`config.mk`:
```
export PLATFORM = sky130hd
export DESIGN_NAME = core_hotplug_policy
export DESIGN_NICKNAME = d
export VERILOG_FILES = /design/src/design/chp_pkg.sv /design/src/design/core_hotplug_policy.sv /design/src/design/chp_level.sv /design/src/design/chp_boost.sv
export SDC_FILE = /design/constraint.sdc
export NUM_CORES = 1
export LEC_CHECK = 0
export BUFFER_PORTS_ARGS = -buffer_cell sky130_fd_sc_hd__clkbuf_2
export CAP_MARGIN = 20
export CELL_PAD_IN_SITES_DETAIL_PLACEMENT = 1
export CELL_PAD_IN_SITES_GLOBAL_PLACEMENT = 1
export CORE_MARGIN = 4
export CORE_UTILIZATION = 34
export CTS_BUF_LIST = sky130_fd_sc_hd__clkbuf_4 sky130_fd_sc_hd__clkbuf_8
export DETAILED_ROUTE_END_ITERATION = 10
export PLACE_DENSITY_LB_ADDON = 0.1
export SYNTH_ARGS = -nofsm -noshare
export SYNTH_HDL_FRONTEND = slang
export SYNTH_SLANG_ARGS = --single-unit
```
`constraint.sdc`:
```
create_clock -name clk -period 9.8 [get_ports clk]
set_clock_uncertainty 0.2 [all_clocks]
set_input_delay 0.98 -clock clk [delete_from_list [all_inputs] [get_ports clk]]
set_output_delay 0.98 -clock clk [all_outputs]
set_load 0.02 [all_outputs]
```
`src/design/chp_pkg.sv`:
```
// Shared types, constants and lookup tables for the core hot-plug policy block.
// No dependencies; every other design file imports this package.
package chp_pkg;

	// Field widths
	localparam int CMD_W     = 2;
	localparam int AVG_W     = 18;
	localparam int DEPTH_W   = 16;
	localparam int CORES_W   = 3;
	localparam int TIME_W    = 32;
	localparam int LEVEL_W   = 3;
	localparam int MASK_W    = 4;
	localparam int DELAY_W   = 10;
	localparam int LIMIT_W   = 8;
	localparam int HOLD_W    = 4;
	localparam int IN_DATA_W  = 72;
	localparam int OUT_DATA_W = 24;
	localparam int CFG_IDX_W  = 3;

	localparam int FRACTION_BITS_DEF = 11;

	// Commands carried on the input kind field
	typedef enum logic [CMD_W-1:0] {
		CMD_SAMPLE  = 2'd0,
		CMD_SUSPEND = 2'd1,
		CMD_RESUME  = 2'd2,
		CMD_TOUCH   = 2'd3
	} cmd_t;

	// Configuration register indexes
	localparam logic [CFG_IDX_W-1:0] REG_ENABLE    = 3'd0;
	localparam logic [CFG_IDX_W-1:0] REG_ECO_MODE  = 3'd1;
	localparam logic [CFG_IDX_W-1:0] REG_FULL_ONE  = 3'd2;
	localparam logic [CFG_IDX_W-1:0] REG_FULL_TWO  = 3'd3;
	localparam logic [CFG_IDX_W-1:0] REG_FULL_THREE = 3'd4;
	localparam logic [CFG_IDX_W-1:0] REG_ECO_ONE   = 3'd5;

	// Timing and persistence constants
	localparam logic [DELAY_W-1:0] DEFAULT_TICK_MS  = 10'd1000;
	localparam logic [DELAY_W-1:0] BUSY_TICK_MS     = 10'd500;
	localparam logic [DELAY_W-1:0] RESUME_DELAY_MS  = 10'd10;
	localparam logic [HOLD_W-1:0]  DUAL_HOLD  = 4'd7;
	localparam logic [HOLD_W-1:0]  TRI_HOLD   = 4'd5;
	localparam logic [HOLD_W-1:0]  QUAD_HOLD  = 4'd3;
	localparam logic [HOLD_W-1:0]  BUSY_HOLD  = 4'd10;
	localparam int DOWN_FACTOR = 2;
	localparam logic [HOLD_W-1:0]  DUAL_HOLD_SHORT = HOLD_W'(7 / DOWN_FACTOR);
	localparam logic [HOLD_W-1:0]  TRI_HOLD_SHORT  = HOLD_W'(5 / DOWN_FACTOR);
	localparam logic [HOLD_W-1:0]  QUAD_HOLD_SHORT = HOLD_W'(3 / DOWN_FACTOR);

	localparam logic [3:0] FULL_HYST = 4'd8;
	localparam logic [3:0] ECO_HYST  = 4'd4;

	// Core masks
	localparam logic [MASK_W-1:0] MASK_NONE    = 4'b0000;
	localparam logic [MASK_W-1:0] MASK_CORE1   = 4'b0010;
	localparam logic [MASK_W-1:0] MASK_CORE12  = 4'b0110;
	localparam logic [MASK_W-1:0] MASK_CORE123 = 4'b1110;
	localparam logic [MASK_W-1:0] MASK_CORE23  = 4'b1100;
	localparam logic [MASK_W-1:0] MASK_CORE3   = 4'b1000;

	// Run-queue boost tables: even entry is the boost depth, odd entry the clear depth
	localparam logic [7:0] DEPTH_LIMIT [8] = '{8'd19, 8'd30, 8'd19, 8'd11,
		8'd19, 8'd11, 8'd0, 8'd11};
	localparam logic [7:0] TIME_LIMIT [8] = '{8'd140, 8'd0, 8'd140, 8'd190,
		8'd140, 8'd190, 8'd0, 8'd190};

	typedef struct packed {
		logic              boosted;
		logic [TIME_W-1:0] acc_time;
	} boost_res_t;

endpackage

```
`src/design/core_hotplug_policy.sv`:
```
// Top level of the core hot-plug policy: input stage, policy state, result register.
// Depends on chp_pkg, chp_level and chp_boost.
//
//  channel | direction | payload (low bit first)
//  --------+-----------+--------------------------------------------------------------
//  s_*     | in        | tuser: cmd; tdata: avg_threads, queue_depth, cores_online, now_ms
//  m_*     | out       | tdata: target_level, boosted, bring_up_mask, take_down_mask,
//          |           |        reschedule, delay_ms
//  cfg_*   | in        | write enable, register index, 8-bit data
//
// Each transaction passes the input register, then the policy logic into the result register.
// The state feedback loop runs through the policy state registers only, so one transaction is
// taken and one result delivered every cycle while the master side does not stall.
// Reset clears all policy state and the configuration to its defaults; no clearing pass.
// A stall on the master side holds the result; the input register still takes a new
// transaction and the slave side stalls only once both registers are full.
module core_hotplug_policy import chp_pkg::*; #(
	parameter int FRACTION_BITS = FRACTION_BITS_DEF
) (
	input  logic                  clk,
	input  logic                  arst_n,
	input  logic                  s_tvalid,
	output logic                  s_tready,
	input  logic [IN_DATA_W-1:0]  s_tdata,  // avg_threads, queue_depth, cores_online, now_ms
	input  logic [CMD_W-1:0]      s_tuser,  // cmd
	output logic                  m_tvalid,
	input  logic                  m_tready,
	output logic [OUT_DATA_W-1:0] m_tdata,  // target_level, boosted, bring_up_mask,
	                                        // take_down_mask, reschedule, delay_ms
	input  logic                  cfg_we,
	input  logic [CFG_IDX_W-1:0]  cfg_index,
	input  logic [LIMIT_W-1:0]    cfg_data
);

	// Configuration registers
	logic               enable_q, eco_mode_q;
	logic [LIMIT_W-1:0] full_one_q, full_two_q, full_three_q, eco_one_q;

	// Policy state
	logic [LEVEL_W-1:0] last_level_q;
	logic [HOLD_W-1:0]  hold_count_q, busy_hold_q;
	logic [DELAY_W-1:0] sample_interval_q;
	logic               suspended_q, first_check_q;
	logic [TIME_W-1:0]  previous_time_q, accumulated_time_q;

	// Input stage
	logic               valid_s1;
	cmd_t               cmd_s1;
	logic [AVG_W-1:0]   avg_s1;
	logic [DEPTH_W-1:0] depth_s1;
	logic [CORES_W-1:0] cores_s1;
	logic [TIME_W-1:0]  now_s1;

	// Result stage
	logic                  valid_s2;
	logic [OUT_DATA_W-1:0] data_s2;

	logic advance;
	logic s_accept;

	assign advance  = valid_s1 && (!valid_s2 || m_tready);
	assign s_tready = !valid_s1 || advance;
	assign s_accept = s_tvalid && s_tready;
	assign m_tvalid = valid_s2;
	assign m_tdata  = data_s2;

	// Policy datapath
	logic [LEVEL_W-1:0] level;
	boost_res_t         boost;

	chp_level #(.FRACTION_BITS(FRACTION_BITS)) u_level (
		.avg_threads (avg_s1),
		.eco_mode    (eco_mode_q),
		.full_one    (full_one_q),
		.full_two    (full_two_q),
		.full_three  (full_three_q),
		.eco_one     (eco_one_q),
		.last_level  (last_level_q),
		.level       (level)
	);

	chp_boost u_boost (
		.first_check      (first_check_q),
		.previous_time    (previous_time_q),
		.accumulated_time (accumulated_time_q),
		.now_ms           (now_s1),
		.queue_depth      (depth_s1),
		.cores_online     (cores_s1),
		.res              (boost)
	);

	logic               boost_eval;
	logic               boosted;
	logic [LEVEL_W-1:0] count;
	logic [LEVEL_W-1:0] target;
	logic [MASK_W-1:0]  up, down;
	logic               resched;
	logic [DELAY_W-1:0] delay;
	logic [HOLD_W-1:0]  hold_dec;

	logic               upd_level, upd_boost, upd_busy;
	logic [HOLD_W-1:0]  hold_d, busy_d;
	logic [DELAY_W-1:0] interval_d;
	logic               suspended_d;

	always_comb begin
		boost_eval = (cmd_s1 == CMD_SAMPLE) && enable_q && !eco_mode_q
			&& cores_s1 >= 3'd1 && cores_s1 < 3'd4;
		boosted = boost_eval && boost.boosted;
		count = level;
		if (boosted && cores_s1 == 3'd2) begin
			count = 3'd3;
		end else if (boosted && cores_s1 == 3'd3) begin
			count = 3'd4;
		end

		target      = '0;
		up          = MASK_NONE;
		down        = MASK_NONE;
		resched     = 1'b0;
		delay       = '0;
		upd_level   = 1'b0;
		upd_boost   = boost_eval;
		upd_busy    = 1'b0;
		hold_d      = hold_count_q;
		busy_d      = busy_hold_q;
		interval_d  = sample_interval_q;
		suspended_d = suspended_q;
		hold_dec    = (hold_count_q != '0) ? hold_count_q - 4'd1 : hold_count_q;

		case (cmd_s1)
			CMD_SAMPLE: begin
				resched = 1'b1;
				if (enable_q) begin
					upd_level = 1'b1;
					upd_busy  = 1'b1;
					target    = count;
					// Busy tracking picks the next sampling interval
					if (count > 3'd2) begin
						if (busy_hold_q == '0) begin
							interval_d = BUSY_TICK_MS;
							busy_d     = BUSY_HOLD;
						end
					end else if (busy_hold_q != '0) begin
						busy_d = busy_hold_q - 4'd1;
					end else begin
						interval_d = DEFAULT_TICK_MS;
					end
					// Hold masks at zero while suspended
					if (!suspended_q) begin
						case (count)
							3'd1: begin
								hold_d = hold_dec;
								if (hold_dec == '0) begin
									down = MASK_CORE123;
								end
							end
							3'd2: begin
								hold_d = boosted ? DUAL_HOLD : DUAL_HOLD_SHORT;
								if (cores_s1 < 3'd2) begin
									up = MASK_CORE1;
								end else begin
									down = MASK_CORE23;
								end
							end
							3'd3: begin
								hold_d = boosted ? TRI_HOLD : TRI_HOLD_SHORT;
								if (cores_s1 < 3'd3) begin
									up = MASK_CORE12;
								end else begin
									down = MASK_CORE3;
								end
							end
							default: begin
								hold_d = boosted ? QUAD_HOLD : QUAD_HOLD_SHORT;
								if (cores_s1 < 3'd4) begin
									up = MASK_CORE123;
								end
							end
						endcase
					end
				end
				delay = interval_d;
			end
			CMD_SUSPEND: begin
				suspended_d = 1'b1;
				down        = MASK_CORE123;
			end
			CMD_RESUME: begin
				hold_d      = BUSY_HOLD;
				suspended_d = 1'b0;
				up          = eco_mode_q ? MASK_CORE1 : MASK_CORE123;
				resched     = 1'b1;
				delay       = RESUME_DELAY_MS;
			end
			default: begin
				if (cores_s1 < 3'd2) begin
					up = MASK_CORE1;
				end
			end
		endcase
	end

	// Configuration writes
	always_ff @(posedge clk or negedge arst_n) begin
		if (!arst_n) begin
			enable_q     <= 1'b0;
			eco_mode_q   <= 1'b0;
			full_one_q   <= 8'd5;
			full_two_q   <= 8'd7;
			full_three_q <= 8'd9;
			eco_one_q    <= 8'd3;
		end else if (cfg_we) begin
			case (cfg_index)
				REG_ENABLE:     enable_q     <= cfg_data[0];
				REG_ECO_MODE:   eco_mode_q   <= cfg_data[0];
				REG_FULL_ONE:   full_one_q   <= cfg_data;
				REG_FULL_TWO:   full_two_q   <= cfg_data;
				REG_FULL_THREE: full_three_q <= cfg_data;
				REG_ECO_ONE:    eco_one_q    <= cfg_data;
				default: ;
			endcase
		end
	end

	// Policy state advances with each transaction leaving the input register
	always_ff @(posedge clk or negedge arst_n) begin
		if (!arst_n) begin
			last_level_q       <= '0;
			hold_count_q       <= '0;
			busy_hold_q        <= '0;
			sample_interval_q  <= '0;
			suspended_q        <= 1'b0;
			first_check_q      <= 1'b1;
			previous_time_q    <= '0;
			accumulated_time_q <= '0;
		end else if (advance) begin
			hold_count_q <= hold_d;
			suspended_q  <= suspended_d;
			if (upd_level) begin
				last_level_q <= level;
			end
			if (upd_busy) begin
				busy_hold_q       <= busy_d;
				sample_interval_q <= interval_d;
			end
			if (upd_boost) begin
				first_check_q      <= 1'b0;
				previous_time_q    <= now_s1;
				accumulated_time_q <= boost.acc_time;
			end
		end
	end

	// Handshake control
	always_ff @(posedge clk or negedge arst_n) begin
		if (!arst_n) begin
			valid_s1 <= 1'b0;
			valid_s2 <= 1'b0;
		end else begin
			if (s_accept) begin
				valid_s1 <= 1'b1;
			end else if (advance) begin
				valid_s1 <= 1'b0;
			end
			if (advance) begin
				valid_s2 <= 1'b1;
			end else if (m_tready) begin
				valid_s2 <= 1'b0;
			end
		end
	end

	// Payload registers
	always_ff @(posedge clk) begin
		if (s_accept) begin
			cmd_s1   <= cmd_t'(s_tuser);
			avg_s1   <= s_tdata[AVG_W-1:0];
			depth_s1 <= s_tdata[AVG_W +: DEPTH_W];
			cores_s1 <= s_tdata[AVG_W+DEPTH_W +: CORES_W];
			now_s1   <= s_tdata[AVG_W+DEPTH_W+CORES_W +: TIME_W];
		end
		if (advance) begin
			data_s2 <= {1'b0, delay, resched, down, up, boosted, target};
		end
	end

endmodule

```
`src/design/chp_level.sv`:
```
// Threshold compare with hysteresis: turns the average thread count into a level.
// Depends on chp_pkg.
module chp_level import chp_pkg::*; #(
	parameter int FRACTION_BITS = FRACTION_BITS_DEF
) (
	input  logic [AVG_W-1:0]   avg_threads,
	input  logic               eco_mode,
	input  logic [LIMIT_W-1:0] full_one,
	input  logic [LIMIT_W-1:0] full_two,
	input  logic [LIMIT_W-1:0] full_three,
	input  logic [LIMIT_W-1:0] eco_one,
	input  logic [LEVEL_W-1:0] last_level,
	output logic [LEVEL_W-1:0] level
);

	localparam int SHIFT_FULL = FRACTION_BITS - 3;
	localparam int SHIFT_ECO  = FRACTION_BITS - 1;
	localparam int CMP_W = (LIMIT_W + FRACTION_BITS > AVG_W) ? LIMIT_W + FRACTION_BITS : AVG_W;

	logic [CMP_W-1:0] avg_ext;
	logic [CMP_W-1:0] thr1, thr2, thr3, thr_eco;
	logic             fit1, fit2, fit3, fit_eco;

	always_comb begin
		avg_ext = CMP_W'(avg_threads);
		// Levels at or above the last one get the hysteresis margin
		thr1 = CMP_W'({1'b0, full_one}   + ((last_level <= 3'd1) ? {5'd0, FULL_HYST} : 9'd0));
		thr2 = CMP_W'({1'b0, full_two}   + ((last_level <= 3'd2) ? {5'd0, FULL_HYST} : 9'd0));
		thr3 = CMP_W'({1'b0, full_three} + ((last_level <= 3'd3) ? {5'd0, FULL_HYST} : 9'd0));
		thr_eco = CMP_W'({1'b0, eco_one} + ((last_level <= 3'd1) ? {5'd0, ECO_HYST} : 9'd0));
		fit1 = avg_ext <= (thr1 << SHIFT_FULL);
		fit2 = avg_ext <= (thr2 << SHIFT_FULL);
		fit3 = avg_ext <= (thr3 << SHIFT_FULL);
		fit_eco = avg_ext <= (thr_eco << SHIFT_ECO);
		if (eco_mode) begin
			level = fit_eco ? 3'd1 : 3'd2;
		end else if (fit1) begin
			level = 3'd1;
		end else if (fit2) begin
			level = 3'd2;
		end else if (fit3) begin
			level = 3'd3;
		end else begin
			level = 3'd4;
		end
	end

endmodule

```
`src/design/chp_boost.sv`:
```
// Run-queue depth boost check with saturating accumulated time.
// Depends on chp_pkg.
module chp_boost import chp_pkg::*; (
	input  logic               first_check,
	input  logic [TIME_W-1:0]  previous_time,
	input  logic [TIME_W-1:0]  accumulated_time,
	input  logic [TIME_W-1:0]  now_ms,
	input  logic [DEPTH_W-1:0] queue_depth,
	input  logic [CORES_W-1:0] cores_online,
	output boost_res_t         res
);

	logic [TIME_W-1:0]  elapsed;
	logic [TIME_W:0]    sum;
	logic [TIME_W-1:0]  acc_sum;
	logic [CORES_W-1:0] idx_on, idx_off;

	always_comb begin
		elapsed = first_check ? '0 : now_ms - previous_time;
		sum = {1'b0, accumulated_time} + {1'b0, elapsed};
		acc_sum = sum[TIME_W] ? '1 : sum[TIME_W-1:0];
		idx_on  = {cores_online[1:0] - 2'd1, 1'b0};
		idx_off = idx_on | 3'd1;
		res.boosted  = 1'b0;
		res.acc_time = acc_sum;
		if (cores_online < 3'd4 && queue_depth >= DEPTH_W'(DEPTH_LIMIT[idx_on])) begin
			res.boosted = acc_sum >= TIME_W'(TIME_LIMIT[idx_on]);
		end else if (queue_depth > DEPTH_W'(DEPTH_LIMIT[idx_off])) begin
			// Depth between the two limits: restart the time window
			res.acc_time = '0;
		end
	end

endmodule

```
==> run metrics <==
wire length after detailed routing=37420 µm; routed wirelength normalized by instance count=18.46 µm; met2 layer wire length in the routed design=18170 µm; met1 routed wirelength after detailed routing=17450 µm; Worst Path Class, Setup=register to register; top layer reached by signal wires=met4; Port Buf Inserts=109; number of placed I/O pins=116; share of final-layout standard cells stronger than drive strength 1=20.21%; number of antenna violations at the first check in global routing=0; initial DRC count=350; post-route design area=15610 µm²; area of the die=43040 µm²; number of enable-type register cells in the synthesized netlist=92; weighted congestion reported at the end of routability-driven placement=0.8189; result of the run=finished clean; post-DR vias/cell=5.212; Hold WS=0.1737 ns; startpoint type of the worst setup path=register; Synth warnings=0; Netlist Area Pre-Place=13530 µm²; ranking of synthesized cells by area=sky130_fd_sc_hd__dfrtp_1 (21%), sky130_fd_sc_hd__edfxtp_1 (20%), sky130_fd_sc_hd__ha_1 (11%); kind of capture point of the worst setup path=register; Clk pin slew, worst setup/hold paths=0.06 ns; Synth Register Bits=215; HPWL after detailed placement=28150 µm; Setup Total Neg Slack=0 ns; reported leakage power=7.094 nW; setup repair after global routing missed its margin=false; overflow left after global routing=0; maximum clock frequency=111.9 MHz; prevailing post-synth register cell=sky130_fd_sc_hd__dfrtp_1; count of final setup violators=0; final-stage net count=1689; H-Tree Depth=2; critical path's largest stage delay=0.55 ns; total routing resource utilization after global routing=17.52%; die width=207.5 µm; max-capacitance violation count=0; Root Driver=sky130_fd_sc_hd__clkbuf_8; placeable core region=39010 µm²; final count of pins violating max slew=0; Crit Path Max Fanout=6; CP Data Arrival Time=9.06 ns; vias after detailed routing=10560; syn_area_per_cell=10.04 µm²; class of the tightest hold or removal check=input pin to async pin; final clock period utilization by the worst path=91.19%; antenna violation net count after detailed routing=0; Peak supply drop=0.1166 mV; area fraction of the dominant cell type after synthesis=20.90%; number of global-route vias before repair=11510; First-pass DRT Iterations=4; number of placement rows=72; Syn-to-layout area delta=15.42%; initial core utilization=34.68%; die height=207.5 µm; Antenna Diode Count=0; maximum root-to-sink buffer count=3; WP data required=9.92 ns; distinct cell type count of the synthesized netlist=87; max_slew headroom=32.38%; largest area contributor in the synthesized netlist=sky130_fd_sc_hd__dfrtp_1; instance count of the mapped netlist=1347; Final Critical Period=8.937 ns; Power Density=264.1 nW/µm²; first-pass GRT wire length=61920 µm; area of placed instances=14650 µm²; Critical Path Most Common Cell=sky130_fd_sc_hd__a21o_1; pin slew with the least headroom to its limit=1.005 ns; TritonCTS clock tree=yes; insertion delay to the later sink of the worst-skew pair=0.59 ns; fraction of registers with async set/reset=57.21%; final number of hold-violating endpoints=0; Slowest cell on crit path=sky130_fd_sc_hd__or4_1; maximum number of pins on one net before global-route repair=73; TritonCTS Sinks=215; sequential cell area fraction in the yosys report=43.27%; total CTS buffers=43; met3 WL post-DR=1170 µm; number of design rule violations left after detail routing=0
==> cell usage after synthesis, types with 5 or more instances <==
master	number
sky130_fd_sc_hd__o21a_1	20
sky130_fd_sc_hd__dfstp_2	10
sky130_fd_sc_hd__nor2_1	84
sky130_fd_sc_hd__o211ai_1	14
sky130_fd_sc_hd__buf_2	8
sky130_fd_sc_hd__or3_1	7
sky130_fd_sc_hd__nor3_1	22
sky130_fd_sc_hd__a21oi_1	76
sky130_fd_sc_hd__a21o_1	45
sky130_fd_sc_hd__ha_1	122
sky130_fd_sc_hd__nor4_1	10
sky130_fd_sc_hd__and2_1	8
sky130_fd_sc_hd__xnor2_1	30
sky130_fd_sc_hd__nand2b_1	26
sky130_fd_sc_hd__o21bai_1	8
sky130_fd_sc_hd__dfrtp_1	113
sky130_fd_sc_hd__a211oi_1	9
sky130_fd_sc_hd__nand4_1	15
sky130_fd_sc_hd__o31ai_1	7
sky130_fd_sc_hd__edfxtp_1	92
sky130_fd_sc_hd__a21oi_2	6
sky130_fd_sc_hd__nand3_1	29
sky130_fd_sc_hd__nor2b_1	16
sky130_fd_sc_hd__xor2_1	32
sky130_fd_sc_hd__a31oi_1	15
sky130_fd_sc_hd__a211o_1	10
sky130_fd_sc_hd__nand2_1	131
sky130_fd_sc_hd__and3_1	14
sky130_fd_sc_hd__o21ai_1	8
sky130_fd_sc_hd__inv_1	82
sky130_fd_sc_hd__o21ai_0	90
sky130_fd_sc_hd__clkbuf_1	30
sky130_fd_sc_hd__mux2_2	62
sky130_fd_sc_hd__o211a_1	5
sky130_fd_sc_hd__or2_2	5
==> kinds of logic after synthesis <==
logic type / Yosys count / synth area share [%]
and+or+nand+nor: 392 / 14.25
AOI/OAI and AO/OA: 361 / 17.59
DFF: 215 / 43.27
buffers and inverters: 125 / 3.681
adders and majority gates: 124 / 11.58
muxes: 67 / 5.578
xor gates and xnor gates: 62 / 4.014
other: 1 / 0.02772
==> cell type report <==
type / count / area, µm²
clock buffer: 66 / 802.0
clock inverter: 13 / 90.09
fill: 4440 / 23390
inverter: 82 / 307.8
multi-input combinational: 1009 / 7218
sequential: 215 / 5853
tap: 518 / 648.1
timing repair buffer: 124 / 693.2
==> power by group <==
part           internal [mW]  total, mW  switching [mW]
registers               1.10       1.20          0.0966
logic                  0.785       1.97            1.19
clock network          0.548      0.955           0.407
total                   2.43       4.12            1.69
==> stage by stage <==
step	power [mW]	util, %	worst slack, ns	instances
global route	4.503	40.02	0.1148	2027
global placement	3.155	37.56	0.6081	1946
detailed placement	3.179	37.56	0.4661	1946
CTS	4.182	39.85	0.3991	2025
floorplan	2.645	-	1.725	1349
finish	4.124	40.02	0.8629	2027
==> registers in the layout (all words and copies together) (netlist names), 4 cells and up <==
| register | cells |
|---|---|
| busy_hold_q | 4 |
| m_tdata | 21 |
| previous_time_q | 32 |
| depth_s1 | 16 |
| eco_one_q | 8 |
| hold_count_q | 4 |
| accumulated_time_q | 32 |
| now_s1 | 32 |
| full_three_q | 8 |
| sample_interval_q | 10 |
| full_two_q | 8 |
| full_one_q | 8 |
| avg_s1 | 18 |
==> worst max-delay path, delay by kind of cell, from the launching register on <==
family | cells | cell delay, ns
muxes | 1 | 0.34
adders and majority gates | 4 | 1.23
AOI/OAI and AO/OA | 17 | 3.81
DFF | 1 | 0.35
and+or+nand+nor | 9 | 2.41
buffers and inverters | 2 | 0.13
xor gates and xnor gates | 1 | 0.19
==> timing repair <==
action                     in CTS  in global routing
setup buffers                   0                  0
setup endpoints to repair       0                 22
hold buffers                    0                  0
resized for setup               0                  3
==> metal layers <==
| layer | vias up | global-route usage [%] |
|---|---|---|
| li1 | 5171 | - |
| met1 | 5228 | 23.23 |
| met2 | 117 | 30.01 |
| met3 | 48 | 3.128 |
| met4 | 0 | 3.990 |
| met5 | - | 0 |
==> layout by cell type, fill, tap and decap left out, types with 49 or more instances in the layout <==
| cell | synthesis | final |
|---|---|---|
| sky130_fd_sc_hd__nor2_1 | 84 | 84 |
| sky130_fd_sc_hd__o21ai_0 | 90 | 90 |
| sky130_fd_sc_hd__nand2_1 | 131 | 131 |
| sky130_fd_sc_hd__dfrtp_1 | 113 | 113 |
| sky130_fd_sc_hd__edfxtp_1 | 92 | 92 |
| sky130_fd_sc_hd__inv_1 | 82 | 82 |
| sky130_fd_sc_hd__ha_1 | 122 | 122 |
| sky130_fd_sc_hd__clkbuf_8 | 0 | 49 |
| sky130_fd_sc_hd__a21oi_1 | 76 | 76 |
| sky130_fd_sc_hd__mux2_2 | 62 | 62 |
| sky130_fd_sc_hd__clkbuf_2 | 0 | 108 |
==> path summary, 6_finish.rpt <==
| path | startpoint | end | slack [ns] | cells past startpoint |
|---|---|---|---|---|
| worst max register to register | now_s1[0] | m_tdata[6] | 0.86 | 34 |
| min in group clk | sample_interval_q[7] | sample_interval_q[7] | 0.26 | 1 |
| worst min-delay path | arst_n | valid_s1 | 0.17 | 1 |
| max in group asynchronous | arst_n | previous_time_q[8] | 8.08 | 2 |
| worst min register to register | sample_interval_q[7] | sample_interval_q[7] | 0.26 | 1 |
| worst max-delay path | now_s1[0] | m_tdata[6] | 0.86 | 34 |
(Power assumes the default switching activity.)
